### src/software_timer_slot_table_assert.svh
`ifndef SOFTWARE_TIMER_SLOT_TABLE_ASSERT_SVH
`define SOFTWARE_TIMER_SLOT_TABLE_ASSERT_SVH

// same-cycle implication
`define SW_TMR_ASSERT_NOW(label, clk, rst, ante, cons) \
   label: assert property (@(posedge clk) disable iff (rst) (ante) |-> (cons)) \
      else $error("sw_tmr assertion failed");

// next-cycle implication
`define SW_TMR_ASSERT_NEXT(label, clk, rst, ante, cons) \
   label: assert property (@(posedge clk) disable iff (rst) (ante) |=> (cons)) \
      else $error("sw_tmr assertion failed");

`endif

### src/sw_tmr_pkg.sv
package sw_tmr_pkg;

   localparam int CNT_W = 4;
   localparam logic [CNT_W-1:0] RESULT_CAP = 4'd8;

   localparam logic [2:0] KIND_TICK    = 3'd0;
   localparam logic [2:0] KIND_ADD_PER = 3'd1;
   localparam logic [2:0] KIND_ADD_TMO = 3'd2;
   localparam logic [2:0] KIND_STOP    = 3'd3;
   localparam logic [2:0] KIND_RUN     = 3'd4;

   localparam logic [2:0] EV_ADDED      = 3'd0;
   localparam logic [2:0] EV_ADD_REJECT = 3'd1;
   localparam logic [2:0] EV_STOPPED    = 3'd2;
   localparam logic [2:0] EV_STOP_MISS  = 3'd3;
   localparam logic [2:0] EV_TIMEOUT    = 3'd4;
   localparam logic [2:0] EV_PERIODIC   = 3'd5;

   typedef enum logic [1:0] {
      ST_IDLE,
      ST_SCAN,
      ST_FINISH,
      ST_FLUSH
   } state_type;

   typedef struct packed {
      logic load;
      logic scan;
      logic finish;
      logic flush;
   } cmd_type;

   typedef struct packed {
      logic scan_done;
      logic hb_valid;
      logic out_free;
   } status_type;

endpackage

### src/sw_tmr_ctrl.sv
`include "software_timer_slot_table_assert.svh"

module sw_tmr_ctrl (
   input  logic                   clock,
   input  logic                   reset,
   input  logic                   req_valid,
   output logic                   req_stall,
   input  sw_tmr_pkg::status_type status,
   output sw_tmr_pkg::cmd_type    cmd
);

   sw_tmr_pkg::state_type state_ff, state_in;

   always_ff @(posedge clock) begin
      if (reset) begin
         state_ff <= sw_tmr_pkg::ST_IDLE;
      end else begin
         state_ff <= state_in;
      end
   end

   always_comb begin
      state_in = state_ff;
      case (state_ff)
         sw_tmr_pkg::ST_IDLE: begin
            if (req_valid) state_in = sw_tmr_pkg::ST_SCAN;
         end
         sw_tmr_pkg::ST_SCAN: begin
            if (status.scan_done) state_in = sw_tmr_pkg::ST_FINISH;
         end
         sw_tmr_pkg::ST_FINISH: begin
            state_in = sw_tmr_pkg::ST_FLUSH;
         end
         sw_tmr_pkg::ST_FLUSH: begin
            if (!status.hb_valid || status.out_free) state_in = sw_tmr_pkg::ST_IDLE;
         end
         default: begin
            state_in = sw_tmr_pkg::ST_IDLE;
         end
      endcase
   end

   always_comb begin
      req_stall  = 1'b1;
      cmd        = '0;
      case (state_ff)
         sw_tmr_pkg::ST_IDLE: begin
            req_stall = 1'b0;
            cmd.load  = req_valid;
         end
         sw_tmr_pkg::ST_SCAN:   cmd.scan   = 1'b1;
         sw_tmr_pkg::ST_FINISH: cmd.finish = 1'b1;
         sw_tmr_pkg::ST_FLUSH:  cmd.flush  = 1'b1;
         default: begin
            req_stall = 1'b1;
         end
      endcase
   end

   `SW_TMR_ASSERT_NOW(a_idle_hb_empty, clock, reset, state_ff == sw_tmr_pkg::ST_IDLE, !status.hb_valid)

endmodule

### src/sw_tmr_dp.sv
`include "software_timer_slot_table_assert.svh"

module sw_tmr_dp #(
   parameter int SLOTS = 8
) (
   input  logic                          clock,
   input  logic                          reset,
   input  sw_tmr_pkg::cmd_type           cmd,
   output sw_tmr_pkg::status_type        status,
   input  logic [2:0]                    req_kind,
   input  logic [31:0]                   req_period,
   input  logic [7:0]                    req_handler_id,
   output logic                          rsp_valid,
   input  logic                          rsp_stall,
   output logic [2:0]                    rsp_event_res,
   output logic [$clog2(SLOTS+1)-1:0]    rsp_slot,
   output logic [7:0]                    rsp_fired_id,
   output logic                          rsp_last
);

   localparam int CW = $clog2(SLOTS + 1);
   localparam int IW = (SLOTS > 1) ? $clog2(SLOTS) : 1;
   localparam logic [CW-1:0] SLOT_NONE = CW'(SLOTS);

   logic [7:0]  owner_mem [SLOTS];
   logic [31:0] per_mem   [SLOTS];
   logic [31:0] ref_mem   [SLOTS];
   logic [7:0]  owner_rd_ff;
   logic [31:0] per_rd_ff;
   logic [31:0] ref_rd_ff;

   logic [2:0]  kind_ff, kind_in;
   logic [31:0] per_ff, per_in;
   logic [7:0]  id_ff, id_in;
   logic [31:0] tick_ff, tick_in;
   logic [SLOTS-1:0] valid_ff, valid_in;
   logic [SLOTS-1:0] pend_ff, pend_in;
   logic [SLOTS-1:0] tmo_ff, tmo_in;

   logic [CW-1:0] idx_ff, idx_in;
   logic          ev_valid_ff, ev_valid_in;
   logic [IW-1:0] ev_idx_ff, ev_idx_in;
   logic          found_ff, found_in;
   logic [sw_tmr_pkg::CNT_W-1:0] cnt_ff, cnt_in;

   logic          hb_valid_ff, hb_valid_in;
   logic [2:0]    hb_event_ff, hb_event_in;
   logic [CW-1:0] hb_slot_ff, hb_slot_in;
   logic [7:0]    hb_id_ff, hb_id_in;

   logic          rsp_valid_ff, rsp_valid_in;
   logic [2:0]    rsp_event_ff, rsp_event_in;
   logic [CW-1:0] rsp_slot_ff, rsp_slot_in;
   logic [7:0]    rsp_id_ff, rsp_id_in;
   logic          rsp_last_ff, rsp_last_in;

   logic        out_free;
   logic        cur_v, cur_pend, cur_tmo;
   logic [31:0] elapsed;
   logic        due;
   logic        res_hit;
   logic [2:0]  res_event;
   logic [7:0]  res_id;
   logic        ref_we;
   logic [31:0] ref_wd;
   logic        add_hit, stop_hit, pend_set, pend_clr;
   logic        ev_go, ev_fire, advance, rd_issue;
   logic        scan_push, flush_push;
   logic        is_add_stop;

   always_comb begin
      out_free = !rsp_valid_ff || !rsp_stall;
      cur_v    = valid_ff[ev_idx_ff];
      cur_pend = pend_ff[ev_idx_ff];
      cur_tmo  = tmo_ff[ev_idx_ff];
      elapsed  = tick_ff - ref_rd_ff;
      due      = cur_v && (elapsed >= per_rd_ff);

      res_hit   = 1'b0;
      res_event = sw_tmr_pkg::EV_ADDED;
      res_id    = 8'd0;
      ref_we    = 1'b0;
      ref_wd    = 32'd0;
      add_hit   = 1'b0;
      stop_hit  = 1'b0;
      pend_set  = 1'b0;
      pend_clr  = 1'b0;

      if (ev_valid_ff) begin
         case (kind_ff)
            sw_tmr_pkg::KIND_TICK: begin
               if (due) begin
                  if (cur_tmo) begin
                     ref_we = 1'b1;
                     if (cnt_ff < sw_tmr_pkg::RESULT_CAP) begin
                        res_hit   = 1'b1;
                        res_event = sw_tmr_pkg::EV_TIMEOUT;
                        res_id    = owner_rd_ff;
                     end
                  end else if (!cur_pend) begin
                     ref_we   = 1'b1;
                     ref_wd   = tick_ff;
                     pend_set = 1'b1;
                  end
               end
            end
            sw_tmr_pkg::KIND_ADD_PER, sw_tmr_pkg::KIND_ADD_TMO: begin
               if (!found_ff && per_ff != 32'd0 && id_ff != 8'd0 && !cur_v) begin
                  add_hit   = 1'b1;
                  ref_we    = 1'b1;
                  ref_wd    = tick_ff;
                  res_hit   = 1'b1;
                  res_event = sw_tmr_pkg::EV_ADDED;
                  res_id    = id_ff;
               end
            end
            sw_tmr_pkg::KIND_STOP: begin
               if (!found_ff && id_ff != 8'd0 && cur_v && owner_rd_ff == id_ff
                   && per_rd_ff == per_ff) begin
                  stop_hit  = 1'b1;
                  res_hit   = 1'b1;
                  res_event = sw_tmr_pkg::EV_STOPPED;
                  res_id    = id_ff;
               end
            end
            sw_tmr_pkg::KIND_RUN: begin
               if (cur_pend && cur_v && cnt_ff < sw_tmr_pkg::RESULT_CAP) begin
                  pend_clr  = 1'b1;
                  res_hit   = 1'b1;
                  res_event = sw_tmr_pkg::EV_PERIODIC;
                  res_id    = owner_rd_ff;
               end
            end
            default: begin
            end
         endcase
      end

      ev_go      = !res_hit || !hb_valid_ff || out_free;
      ev_fire    = ev_valid_ff && ev_go;
      advance    = cmd.scan && (!ev_valid_ff || ev_go);
      rd_issue   = advance && (idx_ff != SLOT_NONE);
      scan_push  = ev_fire && res_hit && hb_valid_ff;
      flush_push = cmd.flush && hb_valid_ff && out_free;
      is_add_stop = (kind_ff == sw_tmr_pkg::KIND_ADD_PER) || (kind_ff == sw_tmr_pkg::KIND_ADD_TMO)
                    || (kind_ff == sw_tmr_pkg::KIND_STOP);
   end

   always_comb begin
      kind_in     = kind_ff;
      per_in      = per_ff;
      id_in       = id_ff;
      tick_in     = tick_ff;
      valid_in    = valid_ff;
      pend_in     = pend_ff;
      tmo_in      = tmo_ff;
      idx_in      = idx_ff;
      ev_valid_in = ev_valid_ff;
      ev_idx_in   = ev_idx_ff;
      found_in    = found_ff;
      cnt_in      = cnt_ff;
      hb_valid_in = hb_valid_ff;
      hb_event_in = hb_event_ff;
      hb_slot_in  = hb_slot_ff;
      hb_id_in    = hb_id_ff;
      rsp_valid_in = rsp_valid_ff && rsp_stall;
      rsp_event_in = rsp_event_ff;
      rsp_slot_in  = rsp_slot_ff;
      rsp_id_in    = rsp_id_ff;
      rsp_last_in  = rsp_last_ff;

      if (cmd.load) begin
         kind_in     = req_kind;
         per_in      = req_period;
         id_in       = req_handler_id;
         idx_in      = '0;
         ev_valid_in = 1'b0;
         found_in    = 1'b0;
         cnt_in      = '0;
         hb_valid_in = 1'b0;
         if (req_kind == sw_tmr_pkg::KIND_TICK) tick_in = tick_ff + 32'd1;
      end

      if (advance) begin
         ev_valid_in = rd_issue;
         ev_idx_in   = idx_ff[IW-1:0];
         if (rd_issue) idx_in = idx_ff + CW'(1);
      end

      if (ev_fire) begin
         if (add_hit) begin
            valid_in[ev_idx_ff] = 1'b1;
            pend_in[ev_idx_ff]  = 1'b0;
            tmo_in[ev_idx_ff]   = (kind_ff == sw_tmr_pkg::KIND_ADD_TMO);
            found_in            = 1'b1;
         end
         if (stop_hit) begin
            valid_in[ev_idx_ff] = 1'b0;
            pend_in[ev_idx_ff]  = 1'b0;
            tmo_in[ev_idx_ff]   = 1'b0;
            found_in            = 1'b1;
         end
         if (pend_set) pend_in[ev_idx_ff] = 1'b1;
         if (pend_clr) pend_in[ev_idx_ff] = 1'b0;
         if (res_hit) begin
            cnt_in      = cnt_ff + sw_tmr_pkg::CNT_W'(1);
            hb_valid_in = 1'b1;
            hb_event_in = res_event;
            hb_slot_in  = CW'(ev_idx_ff);
            hb_id_in    = res_id;
         end
      end

      if (cmd.finish && !found_ff && is_add_stop) begin
         hb_valid_in = 1'b1;
         hb_event_in = (kind_ff == sw_tmr_pkg::KIND_STOP) ? sw_tmr_pkg::EV_STOP_MISS
                                                          : sw_tmr_pkg::EV_ADD_REJECT;
         hb_slot_in  = SLOT_NONE;
         hb_id_in    = 8'd0;
      end

      if (flush_push) hb_valid_in = 1'b0;

      if (scan_push || flush_push) begin
         rsp_valid_in = 1'b1;
         rsp_event_in = hb_event_ff;
         rsp_slot_in  = hb_slot_ff;
         rsp_id_in    = hb_id_ff;
         rsp_last_in  = flush_push;
      end
   end

   always_ff @(posedge clock) begin
      if (reset) begin
         tick_ff      <= 32'd0;
         valid_ff     <= '0;
         pend_ff      <= '0;
         tmo_ff       <= '0;
         idx_ff       <= '0;
         ev_valid_ff  <= 1'b0;
         found_ff     <= 1'b0;
         cnt_ff       <= '0;
         hb_valid_ff  <= 1'b0;
         rsp_valid_ff <= 1'b0;
      end else begin
         tick_ff      <= tick_in;
         valid_ff     <= valid_in;
         pend_ff      <= pend_in;
         tmo_ff       <= tmo_in;
         idx_ff       <= idx_in;
         ev_valid_ff  <= ev_valid_in;
         found_ff     <= found_in;
         cnt_ff       <= cnt_in;
         hb_valid_ff  <= hb_valid_in;
         rsp_valid_ff <= rsp_valid_in;
      end
   end

   always_ff @(posedge clock) begin
      kind_ff      <= kind_in;
      per_ff       <= per_in;
      id_ff        <= id_in;
      ev_idx_ff    <= ev_idx_in;
      hb_event_ff  <= hb_event_in;
      hb_slot_ff   <= hb_slot_in;
      hb_id_ff     <= hb_id_in;
      rsp_event_ff <= rsp_event_in;
      rsp_slot_ff  <= rsp_slot_in;
      rsp_id_ff    <= rsp_id_in;
      rsp_last_ff  <= rsp_last_in;
   end

   // slot memories: one read port on the scan address, writes at the evaluated slot
   always_ff @(posedge clock) begin
      if (rd_issue) begin
         owner_rd_ff <= owner_mem[idx_ff[IW-1:0]];
         per_rd_ff   <= per_mem[idx_ff[IW-1:0]];
         ref_rd_ff   <= ref_mem[idx_ff[IW-1:0]];
      end
      if (ev_fire && add_hit) begin
         owner_mem[ev_idx_ff] <= id_ff;
         per_mem[ev_idx_ff]   <= per_ff;
      end
      if (ev_fire && ref_we) begin
         ref_mem[ev_idx_ff] <= ref_wd;
      end
   end

   assign status.scan_done = (idx_ff == SLOT_NONE) && !ev_valid_ff;
   assign status.hb_valid  = hb_valid_ff;
   assign status.out_free  = out_free;

   assign rsp_valid     = rsp_valid_ff;
   assign rsp_event_res = rsp_event_ff;
   assign rsp_slot      = rsp_slot_ff;
   assign rsp_fired_id  = rsp_id_ff;
   assign rsp_last      = rsp_last_ff;

   `SW_TMR_ASSERT_NOW(a_cnt_cap, clock, reset, 1'b1, cnt_ff <= sw_tmr_pkg::RESULT_CAP)
   `SW_TMR_ASSERT_NOW(a_single_match, clock, reset, found_ff, cnt_ff == sw_tmr_pkg::CNT_W'(1))
   `SW_TMR_ASSERT_NOW(a_ev_behind_idx, clock, reset, ev_valid_ff, CW'(ev_idx_ff) < idx_ff)
   `SW_TMR_ASSERT_NEXT(a_res_held, clock, reset, ev_fire && res_hit, hb_valid_ff)

endmodule

### src/software_timer_slot_table.sv
// Timer slot table with SLOTS slots and a wrapping 32-bit tick counter.
// Request channel (req_valid/req_stall): kind, period, handler_id. Kinds are
// tick, add periodic, add timeout, stop and run pending; one request is in work
// at a time and req_stall stays high until its last result is in the output
// register.
// Response channel (rsp_valid/rsp_stall): event_res, slot, fired_id, last.
// Add and stop give exactly one response; tick and run give zero to eight,
// with last set on the final one. A result is held back one step so that last
// is known when it leaves.
// Each request scans the slots once through a slot memory with one read port,
// one slot per cycle while the scan is not waiting; its final response enters
// the output register in the cycle in which req_stall goes low again, and an
// earlier response leaves when the next result is found.
// A stalled response holds its register; the scan waits only when a further
// result is ready, the hold stage is full and the output register is full and stalled.
// Reset (synchronous, active high) clears the tick counter, frees every slot
// and empties the output; no clearing pass is needed.
module software_timer_slot_table #(
   parameter int SLOTS = 8
) (
   input  logic                       clock,
   input  logic                       reset,
   input  logic                       req_valid,
   output logic                       req_stall,
   input  logic [2:0]                 req_kind,
   input  logic [31:0]                req_period,
   input  logic [7:0]                 req_handler_id,
   output logic                       rsp_valid,
   input  logic                       rsp_stall,
   output logic [2:0]                 rsp_event_res,
   output logic [$clog2(SLOTS+1)-1:0] rsp_slot,
   output logic [7:0]                 rsp_fired_id,
   output logic                       rsp_last
);

   sw_tmr_pkg::cmd_type    cmd;
   sw_tmr_pkg::status_type status;

   sw_tmr_ctrl u_ctrl (
      .clock     (clock),
      .reset     (reset),
      .req_valid (req_valid),
      .req_stall (req_stall),
      .status    (status),
      .cmd       (cmd)
   );

   sw_tmr_dp #(
      .SLOTS (SLOTS)
   ) u_dp (
      .clock          (clock),
      .reset          (reset),
      .cmd            (cmd),
      .status         (status),
      .req_kind       (req_kind),
      .req_period     (req_period),
      .req_handler_id (req_handler_id),
      .rsp_valid      (rsp_valid),
      .rsp_stall      (rsp_stall),
      .rsp_event_res  (rsp_event_res),
      .rsp_slot       (rsp_slot),
      .rsp_fired_id   (rsp_fired_id),
      .rsp_last       (rsp_last)
   );

endmodule
### config.mk
export PLATFORM = sky130hd
export DESIGN_NAME = software_timer_slot_table
export DESIGN_NICKNAME = d
export VERILOG_FILES = /design/src/sw_tmr_pkg.sv /design/src/sw_tmr_ctrl.sv /design/src/sw_tmr_dp.sv /design/src/software_timer_slot_table.sv
export VERILOG_INCLUDE_DIRS = /design/src /design/src/src
export SDC_FILE = /design/constraint.sdc
export NUM_CORES = 1
export LEC_CHECK = 0
export BUFFER_PORTS_ARGS = -buffer_cell sky130_fd_sc_hd__buf_2
export CAP_MARGIN = 30
export CORE_MARGIN = 2
export CORE_UTILIZATION = 55
export CTS_CLUSTER_DIAMETER = 50
export DETAILED_ROUTE_END_ITERATION = 6
export GPL_TIMING_DRIVEN = 0
export PLACE_DENSITY = 0.71
export REMOVE_ABC_BUFFERS = 1
export SYNTH_ARGS = -nofsm -noshare
export SYNTH_HDL_FRONTEND = slang
export SYNTH_SLANG_ARGS = --single-unit
### constraint.sdc
create_clock -name clock -period 8.9 [get_ports clock]
set_clock_uncertainty 0.05 [all_clocks]
set_input_delay 0.445 -clock clock [delete_from_list [all_inputs] [get_ports clock]]
set_output_delay 0.445 -clock clock [all_outputs]
set_load 0.05 [all_outputs]
### Word-level counts from Yosys, hierarchy flattened

Memories as Yosys holds them, arrays and structs flattened. A register that Yosys moved wholly into a read port is not among the register bits.
Cells that the tools add are included.

| storage, ports and cells | value |
|---|---|
| RAM bits | 576 |
| memories kept | 3 |
| output and inout bits | 18 |
| bits of input ports | 47 |
| register bits after elaboration | 147 |

| cells by class | value |
|---|---|
| $lt $le $gt $ge | 4 |
| bitwise gates (word level) | 8 |
| muxes and demuxes | 100 |
| $add $sub $neg | 4 |
| reduce and logical (&&, ||, !) cells | 53 |
| equality and inequality tests | 14 |

Memories:

| memory | depth | bits a word | rd ports | clocked after memory_dff | write ports | line | RTL |
|---|---|---|---|---|---|---|---|
| u_dp.per_mem | 8 | 32 | 1 | 1 | 1 | sw_tmr_dp.sv:26 | `logic [31:0] per_mem [SLOTS];` |
| u_dp.ref_mem | 8 | 32 | 1 | 1 | 1 | sw_tmr_dp.sv:27 | `logic [31:0] ref_mem [SLOTS];` |
| u_dp.owner_mem | 8 | 8 | 1 | 1 | 1 | sw_tmr_dp.sv:25 | `logic [7:0] owner_mem [SLOTS];` |

Operator list:

| cell | number |
|---|---|
| 32-bit two-way mux | 5 |
| 8-bit two-way mux | 20 |
| 32-bit case mux with 2 select lines | 1 |
| 1-bit two-way mux | 45 |
| 8-bit AND | 5 |
| 32-bit by 1-bit adder with 32-bit output, second input constant | 1 |
| 32-bit == test | 1 |
| 32-bit >= comparator | 1 |
| 8-bit case mux with 4 select lines | 1 |
| 32-bit nonzero test | 1 |
| 32-bit subtractor | 1 |
| 1-bit logical AND | 24 |
| 3-bit two-way mux | 8 |
| 4-bit two-way mux | 6 |
| 8-bit OR | 2 |
| 2-bit two-way mux | 5 |
| 1-bit binary-select mux with 3-bit select | 3 |
| 3-bit case mux with 3 select lines | 1 |
| 4-bit by 1-bit adder with 4-bit output, second input constant | 2 |
| 8-bit bitwise mux | 1 |
| 8-bit == test | 1 |
| 1-bit logical OR | 8 |
| 8-bit inverter | 1 |
| 2-bit case mux with 4 select lines | 1 |
| 23 further kinds | 38 |

### Logic depth before layout (Yosys ltp)

| depth | value |
|---|---|
| word-level depth | 21 |
| mapped depth | 24 |

### Modules after synthesis

A second synthesis with hierarchy kept.

| second synthesis, totals | value |
|---|---|
| cell total of the unflattened synthesis | 1921 |
| area total of the unflattened synthesis | 33211.9 sq um |

By module, submodules not included:

| module | area an instance (sq um) | instances | cells each |
|---|---|---|---|
| sw_tmr_dp | 33020.4 | 1 | 1899 |
| sw_tmr_ctrl | 191.4 | 1 | 22 |

### Least setup slack after synthesis

Ideal clock, no wire load.

| path | value |
|---|---|
| kind | reg2reg |
| start | register u_dp.tick_ff[0] |
| end | memory u_dp.ref_mem[0][0], enable pin |
| arrival time | 5.879 ns |
| library setup time | 0.421 ns |
| path buffers | 1 |
| required time | 8.429 ns |
| slack | 2.549 ns |
| cell stages (with the launch flop) | 24 |
| path through | dfxtp_1 inv_1 ha_1 inv_1 fa_1 a21oi_1 o22ai_1 a22o_1 o21ai_1 o2111a_1 o31a_1 nor4b_1 or3_1 o311ai_1 ha_1 nand4_1 or2_2 nor2_1 a2111oi_0 a2111o_1 buf_6 a21oi_1 a211o_1 nor2_1 |

| between the ends | value |
|---|---|
| cells in the longest elaborated chain, start to end | 13 |
| elaborated cells between the ends (all ways) | 16 |
| those cells by class | add/sub (1); order compare (1); mux (8); reduce/logical (6) |

RTL lines:

| item | line | RTL |
|---|---|---|
| from (decl) | sw_tmr_dp.sv:35 | `logic [31:0] tick_ff, tick_in;` |
| from (signal assigned) | sw_tmr_dp.sv:246 | `tick_ff <= tick_in;` |
| 32-bit subtractor * | sw_tmr_dp.sv:76 | `elapsed = tick_ff - ref_rd_ff;` |
| 32-bit >= comparator * | sw_tmr_dp.sv:77 | `due = cur_v && (elapsed >= per_rd_ff);` |
| 1-bit logical AND * | sw_tmr_dp.sv:77 |  |
| 1-bit two-way mux | sw_tmr_dp.sv:92 | `if (due) begin` |
| 1-bit case mux with 4 select lines | sw_tmr_dp.sv:90 | `case (kind_ff)` |
| 1-bit two-way mux | sw_tmr_dp.sv:89 | `if (ev_valid_ff) begin` |
| 1-bit zero test | sw_tmr_dp.sv:139 | `ev_go = !res_hit \|\| !hb_valid_ff \|\| out_free;` |
| 1-bit logical OR (2 in a row) | sw_tmr_dp.sv:139 |  |
| 1-bit logical AND | sw_tmr_dp.sv:140 | `ev_fire = ev_valid_ff && ev_go;` |
| 1-bit logical AND * | sw_tmr_dp.sv:284 | `if (ev_fire && ref_we) begin` |
| 1-bit two-way mux * | sw_tmr_dp.sv:284 |  |
| 1-bit two-way mux (not written as such) * | sw_tmr_dp.sv:285 | `ref_mem[ev_idx_ff] <= ref_wd;` |
| to (decl) | sw_tmr_dp.sv:27 |  |

Every way passes the cells marked *; elsewhere a longest branch is shown, timed or not.

### Final worst setup path

| path | value |
|---|---|
| start | register u_dp.tick_ff[0] |
| end | memory u_dp.ref_mem[5][3], enable pin |

The elaborated chain is that of the path after synthesis.

==> results by group <==
CTS
  – Cts bufs inserted: between 80 and 90
  – Post-cts repair resize count: 0
  – Post-CTS Repair Setup Buffers: 0
  – Root Buffer: clkbuf_16
  – CTS max path bufs: 3
  – Hold Buf Count CTS: 42
  – CTS tree: done
  – Worst-skew pair later-pin latency: 0.62 ns
  – # clock sinks: slightly below 800
  – H-tree levels: 3
  – Clock-pin slew on the worst setup and hold paths: ~0.060 ns

Layout
  – Non-filler cells, final: 3046
  – Most common cell after layout, fill and taps aside: edfxtp_1
  – Ant diodes: 0
  – Most frequent cells in the layout: edfxtp_1, nand2_1, mux4_2, clkbuf_16, inv_1
  – Area Overhead vs Synth: 15.5%
  – Post-Layout Inst Area: 0.0380 sq mm
  – Nets: approximately 2300
  – Layout cells sized above 1: approximately 18%
  – Fill cell count: approximately 4000

Min path
  – Hold wc startpoint: req_period[28]
  – Hold crit path type: in2reg
  – Hold Path End: u_dp.per_ff[28]
  – Hold depth: 1

Floorplanning
  – Rows: 89
  – Die H: between 200 and 250 um
  – Total die area: between 0.06 and 0.07 sq mm
  – Die Wd: approximately 250 um
  – # IOs: 65
  – Starting density of the core: ~56%
  – Area of the core: roughly 0.06 sq mm

Power
  – Worst vdd ir: 0.244 mV
  – Clock Power Share: roughly 33%
  – Sw Pwr: about 3.2 mW
  – Total power: roughly 11 mW
  – Sw frac: between 20% and 30%
  – Pleak: between 10 and 15 nW
  – Seq pwr share: between 40 and 50%
  – Internal power: 7.80 mW
  – PwrDens: approximately 290 mW/mm^2
  – Comb power frac: around 23%

Placed design
  – Place WS: around 2.1 ns
  – RD Place Congestion: 0.866
  – Dpl cells: around 2800
  – Placed inst area: around 0.035 sq mm
  – IO Port Bufs: 64
  – Dpl hpwl: between 40 and 50 mm

Routing
  – DRT antenna net count: 0
  – Remaining DRCs: 0
  – Drt wl/cell: roughly 24 um
  – Routed vias: roughly 18000
  – DRT iter0 DRCs: roughly 1800
  – Initial DRT Pass Iterations: 7
  – Vias per std cell: 6.05
  – Routed wire length: between 70 and 80 mm

Worst setup path
  – Worst EP arrival: 7.14 ns
  – Critical Path Fanout Max: 20
  – Data required, critical path: 9.16 ns
  – Reg-to-reg critical path endpoint: u_dp.ref_mem[5][3]
  – Setup CP Type: reg2reg
  – FF-to-FF setup slack: between 2 and 2.5 ns
  – Worst r2r src: u_dp.tick_ff[0]
  – Crit start category: flop
  – CP Capture Type: flop
  – Reg2Reg Depth: 24

Timing
  – Setup ws final: 2.02 ns
  – RSZ-0062 raised after global routing: no
  – Final Cycle Share: approximately 77%
  – Final Hold Fails: 0
  – WHS: approximately 0.040 ns
  – Max-slew violations: 0
  – Slew @ Worst Pin: ~1.0 ns
  – Period minus WS final: about 6.9 ns
  – Highest clock rate: 0.145 GHz
  – Final setup violation count: 0
  – Max transition margin: 32.4%

GRT
  – Largest net degree at the start of global routing: approximately 60
  – Total congestion overflow: 0
  – Initial antenna violation count: 0
  – Vias in the first global route: roughly 19000
  – Total Routing Usage GR: about a quarter
  – First-pass GRT wire length: about 110 mm

Yosys
  – Mapped Avg Cell Area: 16.0 sq um
  – Seq cells post-synth: about 800
  – Ys async rst share: 0%
  – Synth Instances: between 2000 and 2500
  – EDFF count, synth: slightly above 700
  – Main flop type after synthesis: edfxtp_1
  – Synth cell types: between 70 and 80
  – Number of warnings issued by yosys: 0
  – Mapped cell area: 0.0329 sq mm
  – Sequential fraction of the synthesis area: a little over two thirds

Run
  – Max-cap viol count: 0

Outcome
  – Status: finished clean
-- power groups by stage --
| stage | Combinational (mW) | Clock (mW) | Sequential [mW] |
|---|---|---|---|
| CTS | 2.50 | 3.63 | 4.96 |
| detailed placement | 2.46 | 0 | 5.04 |
| global placement | 2.35 | 0 | 5.30 |
| finish | 2.49 | 3.58 | 4.97 |
| floorplan | 1.72 | 0 | 5.07 |
| global route | 2.71 | 3.78 | 5.01 |
-- cells in the mapped netlist (all sizes together), types with 3 or more instances --
| master | n | area, sq um |
|---|---|---|
| o31a | 4 | 35.0 |
| or3 | 10 | 62.6 |
| clkbuf | 51 | 199 |
| o2bb2ai | 8 | 70.1 |
| or2 | 8 | 50.1 |
| mux4 | 146 | 3290 |
| a211oi | 8 | 77.6 |
| buf | 27 | 138 |
| nor2 | 91 | 344 |
| nand4 | 22 | 138 |
| xnor2 | 35 | 307 |
| mux2i | 12 | 124 |
| ha | 72 | 901 |
| a31oi | 5 | 31.3 |
| o21ai | 48 | 244 |
| nor2b | 10 | 62.6 |
| a2111oi | 3 | 26.3 |
| nand3b | 4 | 30.0 |
| o311ai | 13 | 114 |
| o21a | 5 | 37.5 |
| nor3b | 4 | 30.0 |
| a21oi | 68 | 344 |
| o211ai | 3 | 22.5 |
| a22oi | 10 | 75.1 |
| and2 | 38 | 238 |
| inv | 83 | 312 |
| and3 | 17 | 106 |
| nand3 | 23 | 115 |
| and4 | 6 | 52.6 |
| a21o | 23 | 173 |
| xor2 | 57 | 499 |
| nor3 | 12 | 60.1 |
| dfxtp | 82 | 1640 |
| nand2b | 6 | 37.5 |
| edfxtp | 713 | 21400 |
| nand2 | 272 | 1020 |
| mux2 | 3 | 33.8 |
| nor4b | 3 | 26.3 |
| nor4 | 20 | 125 |
-- layer usage --
metal / track usage (%) / part of all wire (%)
met1: 32.3 / 42
met2: 38.2 / 49
met3: 3.39 / 6.6
met4: 7.90 / 2.8
met5: 0 / 0
-- state kept, by name, indices dropped and copies added, names as in the netlist, 8 cells and up --
| signal | flops |
|---|---|
| u_dp.per_mem | 256 |
| u_dp.ref_mem | 256 |
| u_dp.owner_mem | 64 |
| u_dp.per_ff | 32 |
| u_dp.per_rd_ff | 32 |
| u_dp.ref_rd_ff | 32 |
| u_dp.tick_ff | 32 |
| u_dp.hb_id_ff | 8 |
| u_dp.id_ff | 8 |
| u_dp.owner_rd_ff | 8 |
| u_dp.pend_ff | 8 |
| u_dp.rsp_fired_id | 8 |
| u_dp.tmo_ff | 8 |
| u_dp.valid_ff | 8 |
-- how the worst max path moves through the flow --
stage / from / to / slack, ns / depth (start not counted)
CTS: u_dp.tick_ff[0] / u_dp.ref_mem[5][20] / 2.04 / 24
global route: u_dp.tick_ff[0] / u_dp.ref_mem[5][3] / 1.62 / 24
finish: u_dp.tick_ff[0] / u_dp.ref_mem[5][3] / 2.02 / 24
global placement: u_dp.idx_ff[0] / u_dp.ref_rd_ff[10] / -4.06 / 7
floorplan: u_dp.idx_ff[0] / u_dp.owner_rd_ff[0] / 0.13 / 7
detailed placement: u_dp.tick_ff[0] / u_dp.ref_mem[5][14] / 2.10 / 24
-- stage by stage --
stage / utilization (%) / TNS, ns
floorplan: - / 0
global placement: 57.3 / -474.82
detailed placement: 58.8 / 0
CTS: 64.4 / 0
global route: 64.4 / 0
finish: 64.4 / 0
-- area by class of cell --
class,instances,area [sq um],area share (%)
multi-input combinational,1099,9320,24.5
clock buffer,102,2270,5.98
timing repair buffer,139,1450,3.81
sequential,795,23100,60.7
inverter,83,317,0.833
tap,773,967,2.55
clock inverter,55,607,1.60
-- kinds of logic after synthesis --
kind of cell / after synthesis / share of synthesized area (%)
and+or+nand+nor: 553 / 7.80
DFF: 795 / 70.1
muxes: 161 / 10.5
AOI/OAI and AO/OA: 220 / 4.39
buffers and inverters: 161 / 1.97
adders and majority gates: 73 / 2.80
xor gates and xnor gates: 92 / 2.45
-- worst max-delay path, cell delays in order, from the launching register on --
cell       delay [ns]
dfxtp_1          0.43
inv_1            0.07
ha_1             0.21
inv_1            0.07
fa_1             0.21
a21oi_1          0.10
o22ai_1          0.30
a22o_1           0.21
o21ai_1          0.11
o2111a_1         0.29
o31a_1           0.32
nor4b_1          0.15
or3_1            0.41
o311ai_1         0.31
ha_1             0.30
nand4_1          0.11
or2_2            0.16
nor2_1           0.06
a2111oi_0        0.51
buf_1            0.24
a2111o_1         0.35
a21oi_1          0.12
a211o_1          0.52
nor2_4           0.64
buf_12           0.27
(Power assumes the default switching activity.)
